===== config.mk =====
export PLATFORM = sky130hd
export DESIGN_NAME = rpfa_front
export DESIGN_NICKNAME = d
export VERILOG_FILES = /design/src/rtl/rpfa_pkg.sv /design/src/rtl/rpfa_front.sv
export SDC_FILE = /design/constraint.sdc
export NUM_CORES = 1
export LEC_CHECK = 0
export ABC_AREA = 0
export BUFFER_PORTS_ARGS = -buffer_cell sky130_fd_sc_hd__buf_2
export CAP_MARGIN = 15
export CORE_UTILIZATION = 50
export DETAILED_ROUTE_END_ITERATION = 10
export PLACE_DENSITY = 0.74
export SETUP_SLACK_MARGIN = 0.2
export SYNTH_ARGS = -nofsm -noshare
export SYNTH_HDL_FRONTEND = slang
export SYNTH_SLANG_ARGS = --single-unit

===== constraint.sdc =====
create_clock -name clk -period 1.8 [get_ports clk]
set_input_delay 0.45 -clock clk [delete_from_list [all_inputs] [get_ports clk]]
set_output_delay 0.45 -clock clk [all_outputs]
set_load 0.01 [all_outputs]

===== src/rtl/rpfa_pkg.sv =====
// ----------------------------------------------------------------------------
// rpfa_pkg: shared types and codes of the page frame allocator
// Action and status codes, the output record and the queue entry type.
// ----------------------------------------------------------------------------
package rpfa_pkg;

  localparam int ACTION_W    = 3;
  localparam int PAGE_W      = 10;
  localparam int STATUS_W    = 2;
  localparam int RC_W        = 8;
  // page frames managed; matches the PAGE_W-bit page field
  localparam int FRAME_COUNT = 1024;

  typedef enum logic [ACTION_W-1:0] {
    ACT_ALLOC = 3'd0,
    ACT_FREE  = 3'd1,
    ACT_SHARE = 3'd2,
    ACT_COW   = 3'd3,
    ACT_INIT  = 3'd4,
    ACT_NOP   = 3'd7
  } action_t;

  typedef enum logic [STATUS_W-1:0] {
    ST_OK    = 2'd0,
    ST_NOMEM = 2'd1,
    ST_UNDER = 2'd2,
    ST_SAT   = 2'd3
  } status_t;

  typedef struct packed {
    action_t             action;
    logic [PAGE_W-1:0]   page;
  } req_t;

  typedef struct packed {
    logic [PAGE_W-1:0]   result_page;
    logic [STATUS_W-1:0] status;
    logic [RC_W-1:0]     ref_count;
    logic                page_released;
    logic                copy_needed;
    logic                make_writable;
  } rsp_t;

endpackage


===== src/rtl/rpfa_front.sv =====
// ----------------------------------------------------------------------------
// rpfa_front: request classifier and queue
// Decode the action, wrap the page and hold requests in a two-entry queue.
// ----------------------------------------------------------------------------
module rpfa_front
  import rpfa_pkg::*;
(
  input  logic              clk,
  input  logic              rst_n,
  input  logic              in_valid,
  output logic              in_ready,
  input  logic [2:0]        in_action,
  input  logic [PAGE_W-1:0] in_page,
  output logic              q_valid,
  input  logic              q_pop,
  output req_t              q_head
);
  req_t       mem_r [2];
  logic       wptr_r, rptr_r;
  logic [1:0] cnt_r;
  req_t       cls;
  logic       push;

  always_comb begin
    cls = '0;
    // the page field spans exactly the frame count, so it wraps by width
    cls.page = in_page;
    case (in_action)
      ACT_ALLOC: cls.action = ACT_ALLOC;
      ACT_FREE:  cls.action = ACT_FREE;
      ACT_SHARE: cls.action = ACT_SHARE;
      ACT_COW:   cls.action = ACT_COW;
      ACT_INIT:  cls.action = ACT_INIT;
      default:   cls.action = ACT_NOP;
    endcase
  end

  assign in_ready = (cnt_r != 2'd2);
  assign push     = in_valid && in_ready;
  assign q_valid  = (cnt_r != 2'd0);
  assign q_head   = mem_r[rptr_r];

  always_ff @(posedge clk) begin
    if (push) mem_r[wptr_r] <= cls;
    if (!rst_n) begin
      wptr_r <= 1'b0;
      rptr_r <= 1'b0;
      cnt_r  <= 2'd0;
    end else begin
      if (push) wptr_r <= ~wptr_r;
      if (q_pop) rptr_r <= ~rptr_r;
      cnt_r <= cnt_r + 2'(push) - 2'(q_pop);
    end
  end

  a_no_overflow: assert property (@(posedge clk) disable iff (!rst_n)
    cnt_r == 2'd2 |-> !push) else $error("queue overflow");
  a_pop_valid: assert property (@(posedge clk) disable iff (!rst_n)
    q_pop |-> q_valid) else $error("pop of empty queue");
  a_cnt_range: assert property (@(posedge clk) disable iff (!rst_n)
    cnt_r != 2'd3) else $error("queue count corrupt");
endmodule


==> results of run 1 <==
[routing by layer]
| metal | vias up | GRT usage |
|---|---|---|
| met5 | - | 0 |
| met4 | 0 | 0.0541 |
| met3 | 2 | 0.0893 |
| met2 | 27 | 0.325 |
| met1 | 354 | 0.198 |
| li1 | 353 | - |
[through the flow]
stage          utilization  setup WS (ps)
3_5_place_dp         0.634            227
5_1_grt              0.739           33.5
2_1_floorplan            -            314
6_report             0.739           95.0
3_3_place_gp         0.634            293
4_1_cts              0.722           82.3
[synth_stat cells (all sizes together)]
| library cell | n |
|---|---|
| nand2b | 1 |
| nand2 | 2 |
| xor2 | 1 |
| a21bo | 1 |
| ha | 1 |
| and2 | 3 |
| a21boi | 2 |
| mux2 | 13 |
| nand3 | 1 |
| clkbuf | 1 |
| dfxtp | 5 |
| edfxtp | 26 |
| xnor2 | 1 |
| or2 | 1 |
| buf | 1 |
| nor4b | 1 |
| inv | 2 |
| a211o | 1 |
| and3 | 1 |
| a21o | 2 |
| nand3b | 2 |
| a211oi | 1 |
| mux2i | 1 |
[worst max-delay path: stages, from the launching register on]
cell     delay, ps
dfxtp_2        360
buf_6          150
mux2_4         310
buf_6          120
[placed cells by master, fill, tap and decap left out, types with 2 or more instances in the layout]
master,netlist,routed
and2_1,3,3
inv_1,2,2
buf_6,0,15
mux2_4,0,13
buf_2,1,17
clkbuf_4,0,5
edfxtp_1,26,26
clkinv_1,0,2
dfxtp_2,0,2
nand3b_1,2,2
a21o_1,2,2
dfxtp_1,5,2
buf_4,0,5
nand2_1,2,2
[cell families (layout without fill, tap and decap cells)]
family | Yosys count | after routing
AOI/OAI and AO/OA | 7 | 7
muxes | 14 | 14
buffers and inverters | 4 | 48
DFF | 31 | 31
and+or+nand+nor | 12 | 12
xor gates and xnor gates | 2 | 2
adders and majority gates | 1 | 1
[power breakdown]
part	leakage, uW	internal [uW]	switching, uW
sequential	0.000285	856	31.5
combinational	0.000383	234	158
clock	0.0000273	144	205
[final timing paths]
path              depth (start not counted)  slack [ps]     endpoint       start
setup / recovery                          3         100   q_head[11]    register
hold / removal                            1         320  mem_r[1][5]  in_page[5]
setup reg to reg                          7         200     cnt_r[1]    cnt_r[0]
hold reg to reg                           2         580       wptr_r      wptr_r
[state kept, by name, summed over array words and instances, names as in the netlist, named ones only]
signal  count
mem_r      26
rptr_r      1
cnt_r       2
wptr_r      1
[final cells by class]
cell class | count | area [sq um]
clock buffers | 6 | 41.3
multi-input cells | 36 | 382
well taps | 28 | 35.0
flip-flops and latches | 31 | 887
inverters | 2 | 7.51
repair buffers | 38 | 307
clock inverters | 2 | 7.51
fillers | 161 | 588
[timing repair]
action                                  CTS  global route
setup buffers                             0             2
resized for setup                        31             7
endpoints found under the setup margin   13            15
gates cloned                              1             0
==> impl_metrics.py, run 1 <==
metrics = {
    "outcome": {
        "status": "completed",
    },
    "sta": {
        "slew_viol_final": 0,
        "worst_pin_slew_ps": 360,
        "rsz0062_at_grt": "true",
        "holdWs_ps": 321,
        "clock_skew_ps": 12.4,
        "period_minus_slack_ps": 1700,
        "setup_tns_ps": 0,
        "hold_viol": 0,
        "setup_viol": 0,
        "fmax_mhz": 587,
        "slew_headroom": 0.757,
        "finalCritPeriodShare": 0.947,
    },
    "routing": {
        "drt_iter0_drc": 27,
        "final_antenna_net_count": 0,
        "wl_met3_um": 99,
        "top_layer": "met4",
        "via_count": 736,
        "wl_per_cell_um": 15.9,
        "wl_met2_um": 1250,
        "met1_length_um": 900,
        "vias_per_cell": 5.15,
        "drc": 0,
        "routed_wl_um": 2270,
        "drt-pass1-iter-count": 4,
    },
    "cts": {
        "cts_tree": "built",
        "clock-root-buffer": "clkbuf_4",
        "clk_pin_slew_ps": 90,
        "clockBufferDepth": 2,
        "clock_latency_ps": 310,
        "ctsHoldBuffers": 0,
        "cts_htree_levels": 2,
        "cts_buffers": 5,
        "cts_sinks": 31,
    },
    "synth": {
        "muxShareOfSynthArea": 0.128,
        "synth_compound_area_frac": 0.0493,
        "synth_nets": 89,
        "synthTopCellsByArea": "edfxtp_1 64%, mux2_2 12%, dfxtp_1 8.2%",
        "synth_top_area_cell": "edfxtp_1",
        "syn_area_per_cell_sq_um": 17.1,
        "yosys.area.top_type_share": 0.641,
        "synth_top_family_by_area": "multiplexers",
        "synth_fa_ha_area_frac": 0.0103,
        "syn_inst": 71,
        "synthXorXnorAreaFrac": 0.0144,
        "ys_types": 24,
        "synth-simple-area-share": 0.0606,
        "netlist_area_sq_um": 1220,
        "yosys_warnings": 0,
        "synth_seq_cells": 31,
        "ys_seq_area_frac": 0.724,
    },
    "cells_and_area": {
        "fin_cells": 143,
        "fin_area_sq_um": 1670,
        "syn2layout_area_growth_pct": 36.9,
        "antenna_cells": 0,
        "drive_gt1_frac": 0.557,
        "nets": 132,
    },
    "hold_path": {
        "hold_class": "input pin to register",
    },
    "placed_design": {
        "dpl_cell_area_sq_um": 1430,
        "gp_congestion": 0.797,
        "hpwlAfterDp_um": 1310,
        "dp_cells": 132,
        "numPortBuffers": 31,
    },
    "grt": {
        "grt_pass1_wl_um": 3260,
        "grt_pass1_vias": 730,
        "grt_max_degree": 14,
        "grt_overflow": 0,
        "antenna_found_initial": 0,
        "grt_use_total": 0.186,
    },
    "pwr": {
        "power_density_nw_per_um2": 978,
        "total_power_uw": 1630,
        "peakVddDrop_mv": 0.759,
        "cellLeakagePower_uw": 0.000695,
    },
    "run": {
        "max_cap_violations": 0,
    },
    "worst_setup_path": {
        "cp.required_ps": 1350,
        "arrival_ps": 1250,
        "crit_path_end_kind": "output port",
        "cp_max_fo": 6,
        "cp-start-kind": "register",
        "critical_path_class": "register to output port",
    },
    "floorplan": {
        "core_sq_um": 2250,
        "io_pins": 32,
        "start_util": 0.540,
        "die_w_um": 51.3,
        "die_y_um": 51.3,
        "die_area_sq_um": 2640,
        "num_rows": 17,
    },
}
Note: power is estimated with default switching activity, not from simulation.
==> run 2, diff against run 1 <==
--- a/config.mk
+++ b/config.mk
@@ -5,12 +5,13 @@
 export SDC_FILE = /design/constraint.sdc
 export NUM_CORES = 1
 export LEC_CHECK = 0
-export ABC_AREA = 0
+export ABC_AREA = 1
 export BUFFER_PORTS_ARGS = -buffer_cell sky130_fd_sc_hd__buf_2
 export CAP_MARGIN = 15
-export CORE_UTILIZATION = 50
+export CORE_UTILIZATION = 53
+export CTS_BUF_LIST = sky130_fd_sc_hd__clkbuf_2 sky130_fd_sc_hd__clkbuf_4 sky130_fd_sc_hd__clkbuf_8
 export DETAILED_ROUTE_END_ITERATION = 10
-export PLACE_DENSITY = 0.74
+export PLACE_DENSITY = 0.78
 export SETUP_SLACK_MARGIN = 0.2
 export SYNTH_ARGS = -nofsm -noshare
 export SYNTH_HDL_FRONTEND = slang
==> run 2 against run 1 <==
Wire length fell by 22%. Highest routed layer is now met3. Die area decreased by 3.9%. Register-to-register slack better by 250 ps. Fmax up 1.2%. Core utilization down 1.1 points. First-iteration DRC count fell by 56%. Worst hold slack improved by 4.5 ps. Critical endpoint unchanged. Clock skew shrank 0.84 ps. Sequential share of layout area increased by 1.6 points.
==> impl_metrics.py, run 2 <==
metrics = {
    "synth": {
        "syn_inst": 78,
        "ys_seq_area_frac": 0.711,
        "synth-simple-area-share": 0.0576,
        "synth_compound_area_frac": 0.0162,
        "netlist_area_sq_um": 1240,
        "synthArstFlopShare": 0,
        "syn_area_per_cell_sq_um": 15.9,
        "yosys_warnings": 0,
        "synth_seq_cells": 31,
        "yosysMostFrequentCell": "edfxtp_1",
        "synth_fa_ha_area_frac": 0.0101,
        "synth_top_family_by_area": "multiplexers",
        "synthXorXnorAreaFrac": 0.0141,
        "muxShareOfSynthArea": 0.148,
        "synthTopCellsByArea": "edfxtp_1 63%, mux2_4 12%, dfxtp_1 8.1%",
        "synth_top_area_cell": "edfxtp_1",
        "synth-edff-count": 26,
        "synthFlopType": "edfxtp_1",
        "ys_types": 18,
        "yosys.area.top_type_share": 0.630,
        "synth_nets": 96,
        "yosys-top-cells-count": "26 x edfxtp_1, 10 x inv_1, 10 x mux2_4, 7 x nand2_1, 5 x dfxtp_1",
    },
    "cells_and_area": {
        "antenna_cells": 0,
        "nets": 137,
        "largest-register": "mem_r",
        "drive_gt1_frac": 0.508,
        "reg_top3": "mem_r (26), cnt_r (2)",
        "layout_commonest_cell": "edfxtp_1",
        "syn2layout_area_growth_pct": 30.0,
        "largest_reg_flops": 26,
        "final_cell_mix": "26 x edfxtp_1, 18 x buf_2, 15 x buf_6",
        "final_core_util": 0.728,
    },
    "sta": {
        "worst_pin_slew_ps": 227,
        "slew_viol_final": 0,
        "slew_headroom": 0.847,
        "finalCritPeriodShare": 0.936,
        "setup_tns_ps": 0,
        "hold_viol": 0,
        "rsz0062_at_grt": "true",
        "layout_setup_ws_ps": 115,
        "period_minus_slack_ps": 1690,
        "fmax_mhz": 593,
        "setup_viol": 0,
        "clock_skew_ps": 11.5,
    },
    "run": {
        "max_cap_violations": 0,
    },
    "worst_setup_path": {
        "cpMaxStageDelayCell": "dfxtp_2",
        "cp-start-kind": "register",
        "critPathBufInv": 2,
        "rrSetupSlack_ps": 450,
        "cpPeakStageDelay_ps": 350,
        "cp_max_fo": 6,
        "cp_common_cell": "buf_6",
        "critPathTopFamily": "flip-flops",
        "cp.required_ps": 1350,
        "arrival_ps": 1240,
        "critical_path_class": "register to output port",
        "crit_path_end_kind": "output port",
        "cp_cell_sequence": "buf_6 -> mux2_4 -> buf_6",
    },
    "placed_design": {
        "gp_congestion": 0.765,
        "dp_slack_ps": 398,
        "numPortBuffers": 31,
        "hpwlAfterDp_um": 1250,
    },
    "cts": {
        "clock-root-buffer": "clkbuf_4",
        "post_cts_resized": 19,
        "ctsHoldBuffers": 0,
        "clock_latency_ps": 310,
        "cts_buffers": 5,
        "cts_tree": "built",
        "cts_htree_levels": 2,
        "cts_sinks": 31,
        "postCtsSetupBuffers": 0,
        "clockBufferDepth": 2,
        "clk_pin_slew_ps": 90,
    },
    "routing": {
        "drt-pass1-iter-count": 3,
        "drc": 0,
        "via_count": 697,
        "final_antenna_net_count": 0,
        "drt_iter0_drc": 12,
        "routed_wl_um": 1770,
        "vias_per_cell": 4.71,
        "wl_per_cell_um": 12.0,
    },
    "outcome": {
        "status": "completed",
    },
    "grt": {
        "grt_pass1_vias": 744,
        "grt_pass1_wl_um": 2940,
        "grt_max_degree": 14,
        "grt_use_total": 0.167,
        "antenna_found_initial": 0,
        "grt_overflow": 0,
    },
    "pwr": {
        "peakVddDrop_mv": 0.699,
        "power_density_nw_per_um2": 997,
        "cellLeakagePower_uw": 0.000695,
    },
    "floorplan": {
        "die_area_sq_um": 2530,
        "die_y_um": 50.3,
        "start_util": 0.560,
        "num_rows": 17,
        "core_sq_um": 2210,
        "io_pins": 32,
        "die_w_um": 50.3,
    },
    "hold_path": {
        "hold_class": "input pin to register",
    },
}
run 2: cell count changes after synthesis, sizes merged, moves of 2 or more:
cell,before,now
a21boi,2,0
a21oi,0,2
nand3b,2,0
nand2,2,9
and2,3,0
a21o,2,0
inv,2,10
nor2,0,4
o21ai,0,2
run 2: worst paths after layout:
check | start | to | cells past startpoint
worst max-delay path | register | q_head[11] | 3
worst max register to register | cnt_r[0] | cnt_r[1] | 11
worst min register to register | rptr_r | rptr_r | 2
worst min-delay path | in_page[0] | mem_r[1][0] | 1
run 2: kinds of logic after synthesis:
family / Yosys count
AO/OA/AOI/OAI: 4
XOR/XNOR: 2
adder cells (fa/ha/maj): 1
buffers and inverters: 12
flip-flops: 31
multiplexers: 13
AND/OR/NAND/NOR: 15
run 2: final cells by class:
type                    count  area [sq um]
flip-flops and latches     31           882
repair buffers             36           282
inverters                  10          37.5
clock buffers               7          52.6
clock inverters             1          5.00
well taps                  28          35.0
multi-input cells          35           317
fillers                   144           602
run 2: per-layer routing:
metal  GRT usage  up-vias  wire length (um)
li1            -      352                 -
met1       0.148      323               692
met2       0.316       22               983
met3      0.0576        0                93
met4      0.0972        0                 0
met5           0        -                 0
run 2: where the power goes:
part	leakage [uW]	switching, uW	internal [uW]
clock network	0.0000361	200	182
registers	0.000284	23.1	851
logic	0.000375	157	192
run 2: per-stage QoR:
stage	std cells	hold slack [ps]	area (sq um)	power, uW
after CTS	148	308	1610	1620
after floorplan	78	480	1240	1070
after detailed placement	140	536	1450	1180
after global routing	148	296	1610	1690
after global placement	140	507	1450	1160
final	148	325	1610	1610
run 2: worst reg2reg max path, cell delays in order (launching register included):
cell	delay, ps
dfxtp_1	350
inv_1	70
nand2_2	100
nand2_4	70
xnor2_1	140
ha_1	180
inv_1	40
nand2_1	60
nand2_1	70
inv_1	50
nand2_1	50
a21oi_1	110
==> run 3, diff against run 2 <==
--- a/config.mk
+++ b/config.mk
@@ -11,8 +11,8 @@
 export CORE_UTILIZATION = 53
 export CTS_BUF_LIST = sky130_fd_sc_hd__clkbuf_2 sky130_fd_sc_hd__clkbuf_4 sky130_fd_sc_hd__clkbuf_8
 export DETAILED_ROUTE_END_ITERATION = 10
+export MAX_ROUTING_LAYER = met4
 export PLACE_DENSITY = 0.78
-export SETUP_SLACK_MARGIN = 0.2
 export SYNTH_ARGS = -nofsm -noshare
 export SYNTH_HDL_FRONTEND = slang
 export SYNTH_SLANG_ARGS = --single-unit
==> constraint.sdc (replaced) <==
create_clock -name clk -period 1.9 [get_ports clk]
set_input_delay 0.475 -clock clk [delete_from_list [all_inputs] [get_ports clk]]
set_output_delay 0.475 -clock clk [all_outputs]
set_load 0.01 [all_outputs]
==> run 3 against run 2 <==
Clock power grew 25%. Total power shrank 1.9%. Count of clock-buffer cells in the layout shrank 2. Cell count shrank 0.68%. Worst hold slack gained 2.8 ps. Critical path depth is the same. Wire length shrank 0.34%. Largest power group unchanged.
==> impl_metrics.py, run 3 (synthesis results as in run 2) <==
metrics = {
    "pwr": {
        "cellLeakagePower_uw": 0.000656,
        "power_density_nw_per_um2": 1030,
        "peakVddDrop_mv": 1.05,
    },
    "cts": {
        "cts_htree_levels": 2,
        "clock-root-buffer": "clkbuf_4",
        "clk_pin_slew_ps": 90,
        "cts_buffers": 5,
        "clockBufferDepth": 2,
        "cts_tree": "built",
        "cts_sinks": 31,
        "clock_latency_ps": 330,
    },
    "floorplan": {
        "io_pins": 32,
        "die_area_sq_um": 2530,
        "core_sq_um": 2210,
        "start_util": 0.560,
        "num_rows": 17,
        "die_w_um": 50.3,
        "die_y_um": 50.3,
    },
    "sta": {
        "hold_viol": 0,
        "slew_headroom": 0.832,
        "fmax_mhz": 554,
        "setup_tns_ps": 0,
        "finalCritPeriodShare": 0.950,
        "period_minus_slack_ps": 1810,
        "rsz0062_at_grt": "false",
        "worst_pin_slew_ps": 250,
        "clock_skew_ps": 6.69,
        "setup_viol": 0,
        "slew_viol_final": 0,
        "holdWs_ps": 328,
    },
    "routing": {
        "wl_per_cell_um": 12.0,
        "routed_wl_um": 1760,
        "final_antenna_net_count": 0,
        "drt-pass1-iter-count": 4,
        "via_count": 704,
        "vias_per_cell": 4.79,
        "drt_iter0_drc": 10,
        "drc": 0,
    },
    "cells_and_area": {
        "final_cell_mix": "31 x buf_2, 26 x edfxtp_1, 10 x inv_1, 10 x mux2_4, 7 x nand2_1",
        "largest_reg_flops": 26,
        "reg_top3": "mem_r (26), cnt_r (2)",
        "antenna_cells": 0,
        "syn2layout_area_growth_pct": 23.1,
        "final_core_util": 0.689,
        "drive_gt1_frac": 0.496,
        "fin_area_sq_um": 1530,
        "largest-register": "mem_r",
        "nets": 136,
        "layout_commonest_cell": "buf_2",
    },
    "outcome": {
        "status": "completed",
    },
    "worst_setup_path": {
        "critical_path_class": "register to output port",
        "arrival_ps": 1330,
        "cpPeakStageDelay_ps": 370,
        "cp.required_ps": 1420,
        "cp_cell_sequence": "buf_6 -> mux2_4 -> buf_2",
        "crit_path_end_kind": "output port",
        "cp-start-kind": "register",
        "cp_max_fo": 10,
        "cpMaxStageDelayCell": "dfxtp_2",
    },
    "grt": {
        "grt_overflow": 0,
        "antenna_found_initial": 0,
        "grt_pass1_wl_um": 2810,
        "grt_max_degree": 14,
        "grt_use_total": 0.169,
        "grt_pass1_vias": 696,
    },
    "hold_path": {
        "hold_class": "input pin to register",
    },
    "placed_design": {
        "hpwlAfterDp_um": 1260,
        "dpl_cell_area_sq_um": 1440,
        "gp_congestion": 0.800,
        "numPortBuffers": 31,
    },
    "run": {
        "max_cap_violations": 0,
    },
}
==> run 3: changes by cell type in the layout (fill, tap and decap cells not counted), moves of 2 or more <==
cell      before  now
buf_2         18   31
mux2_2         0    3
mux2_4        13   10
clkbuf_4       7    5
buf_6         15    1
==> run 3: path summary, 6_finish.rpt <==
check                   from     endpoint  slack (ps)  cells past startpoint
setup / recovery    register    q_head[2]          90                      3
hold / removal    in_page[1]  mem_r[1][1]         330                      1
hold reg to reg       wptr_r       wptr_r         540                      2
setup reg to reg    cnt_r[0]     cnt_r[1]         590                     10
==> run 3: routing by layer <==
metal  routed length, um  global-route usage  vias to the layer above
met4                  26              0.0833                        0
met5                   0                   -                        -
met2                 941               0.307                       26
met3                 126              0.0758                        3
li1                    -                   -                      352
met1                 668               0.142                      323
==> run 3: cell type report <==
cell class,instances,area [sq um]
repair buffers,35,189
fillers,159,687
well taps,28,35.0
clock buffers,5,37.5
inverters,10,37.5
flip-flops and latches,31,882
clock inverters,3,38.8
multi-input cells,35,305
==> run 3: power breakdown <==
| part | internal (uW) | switching (uW) |
|---|---|---|
| Clock | 270 | 208 |
| Combinational | 133 | 134 |
| Sequential | 807 | 22.4 |
==> run 3: timing repair <==
| action | in CTS | in global routing |
|---|---|---|
| resized for setup | 1 | 1 |
| setup buffers | 0 | 0 |
| hold buffers | 0 | 0 |
| setup endpoints to repair | 10 | 10 |
| pin swaps | 0 | 0 |
==> run 3: critical path, delay by kind of cell, from the launching register on <==
family	cells	cell delay, ps
flip-flops	1	370
buffers and inverters	2	320
multiplexers	1	310
==> run 3: through the flow <==
stage	worst slack [ps]	cells	total power, uW
5_1_grt	40.9	147	1650
4_1_cts	20.2	147	1590
6_report	94.8	147	1570
2_1_floorplan	382	78	1010
3_5_place_dp	340	139	1110
3_3_place_gp	362	139	1100
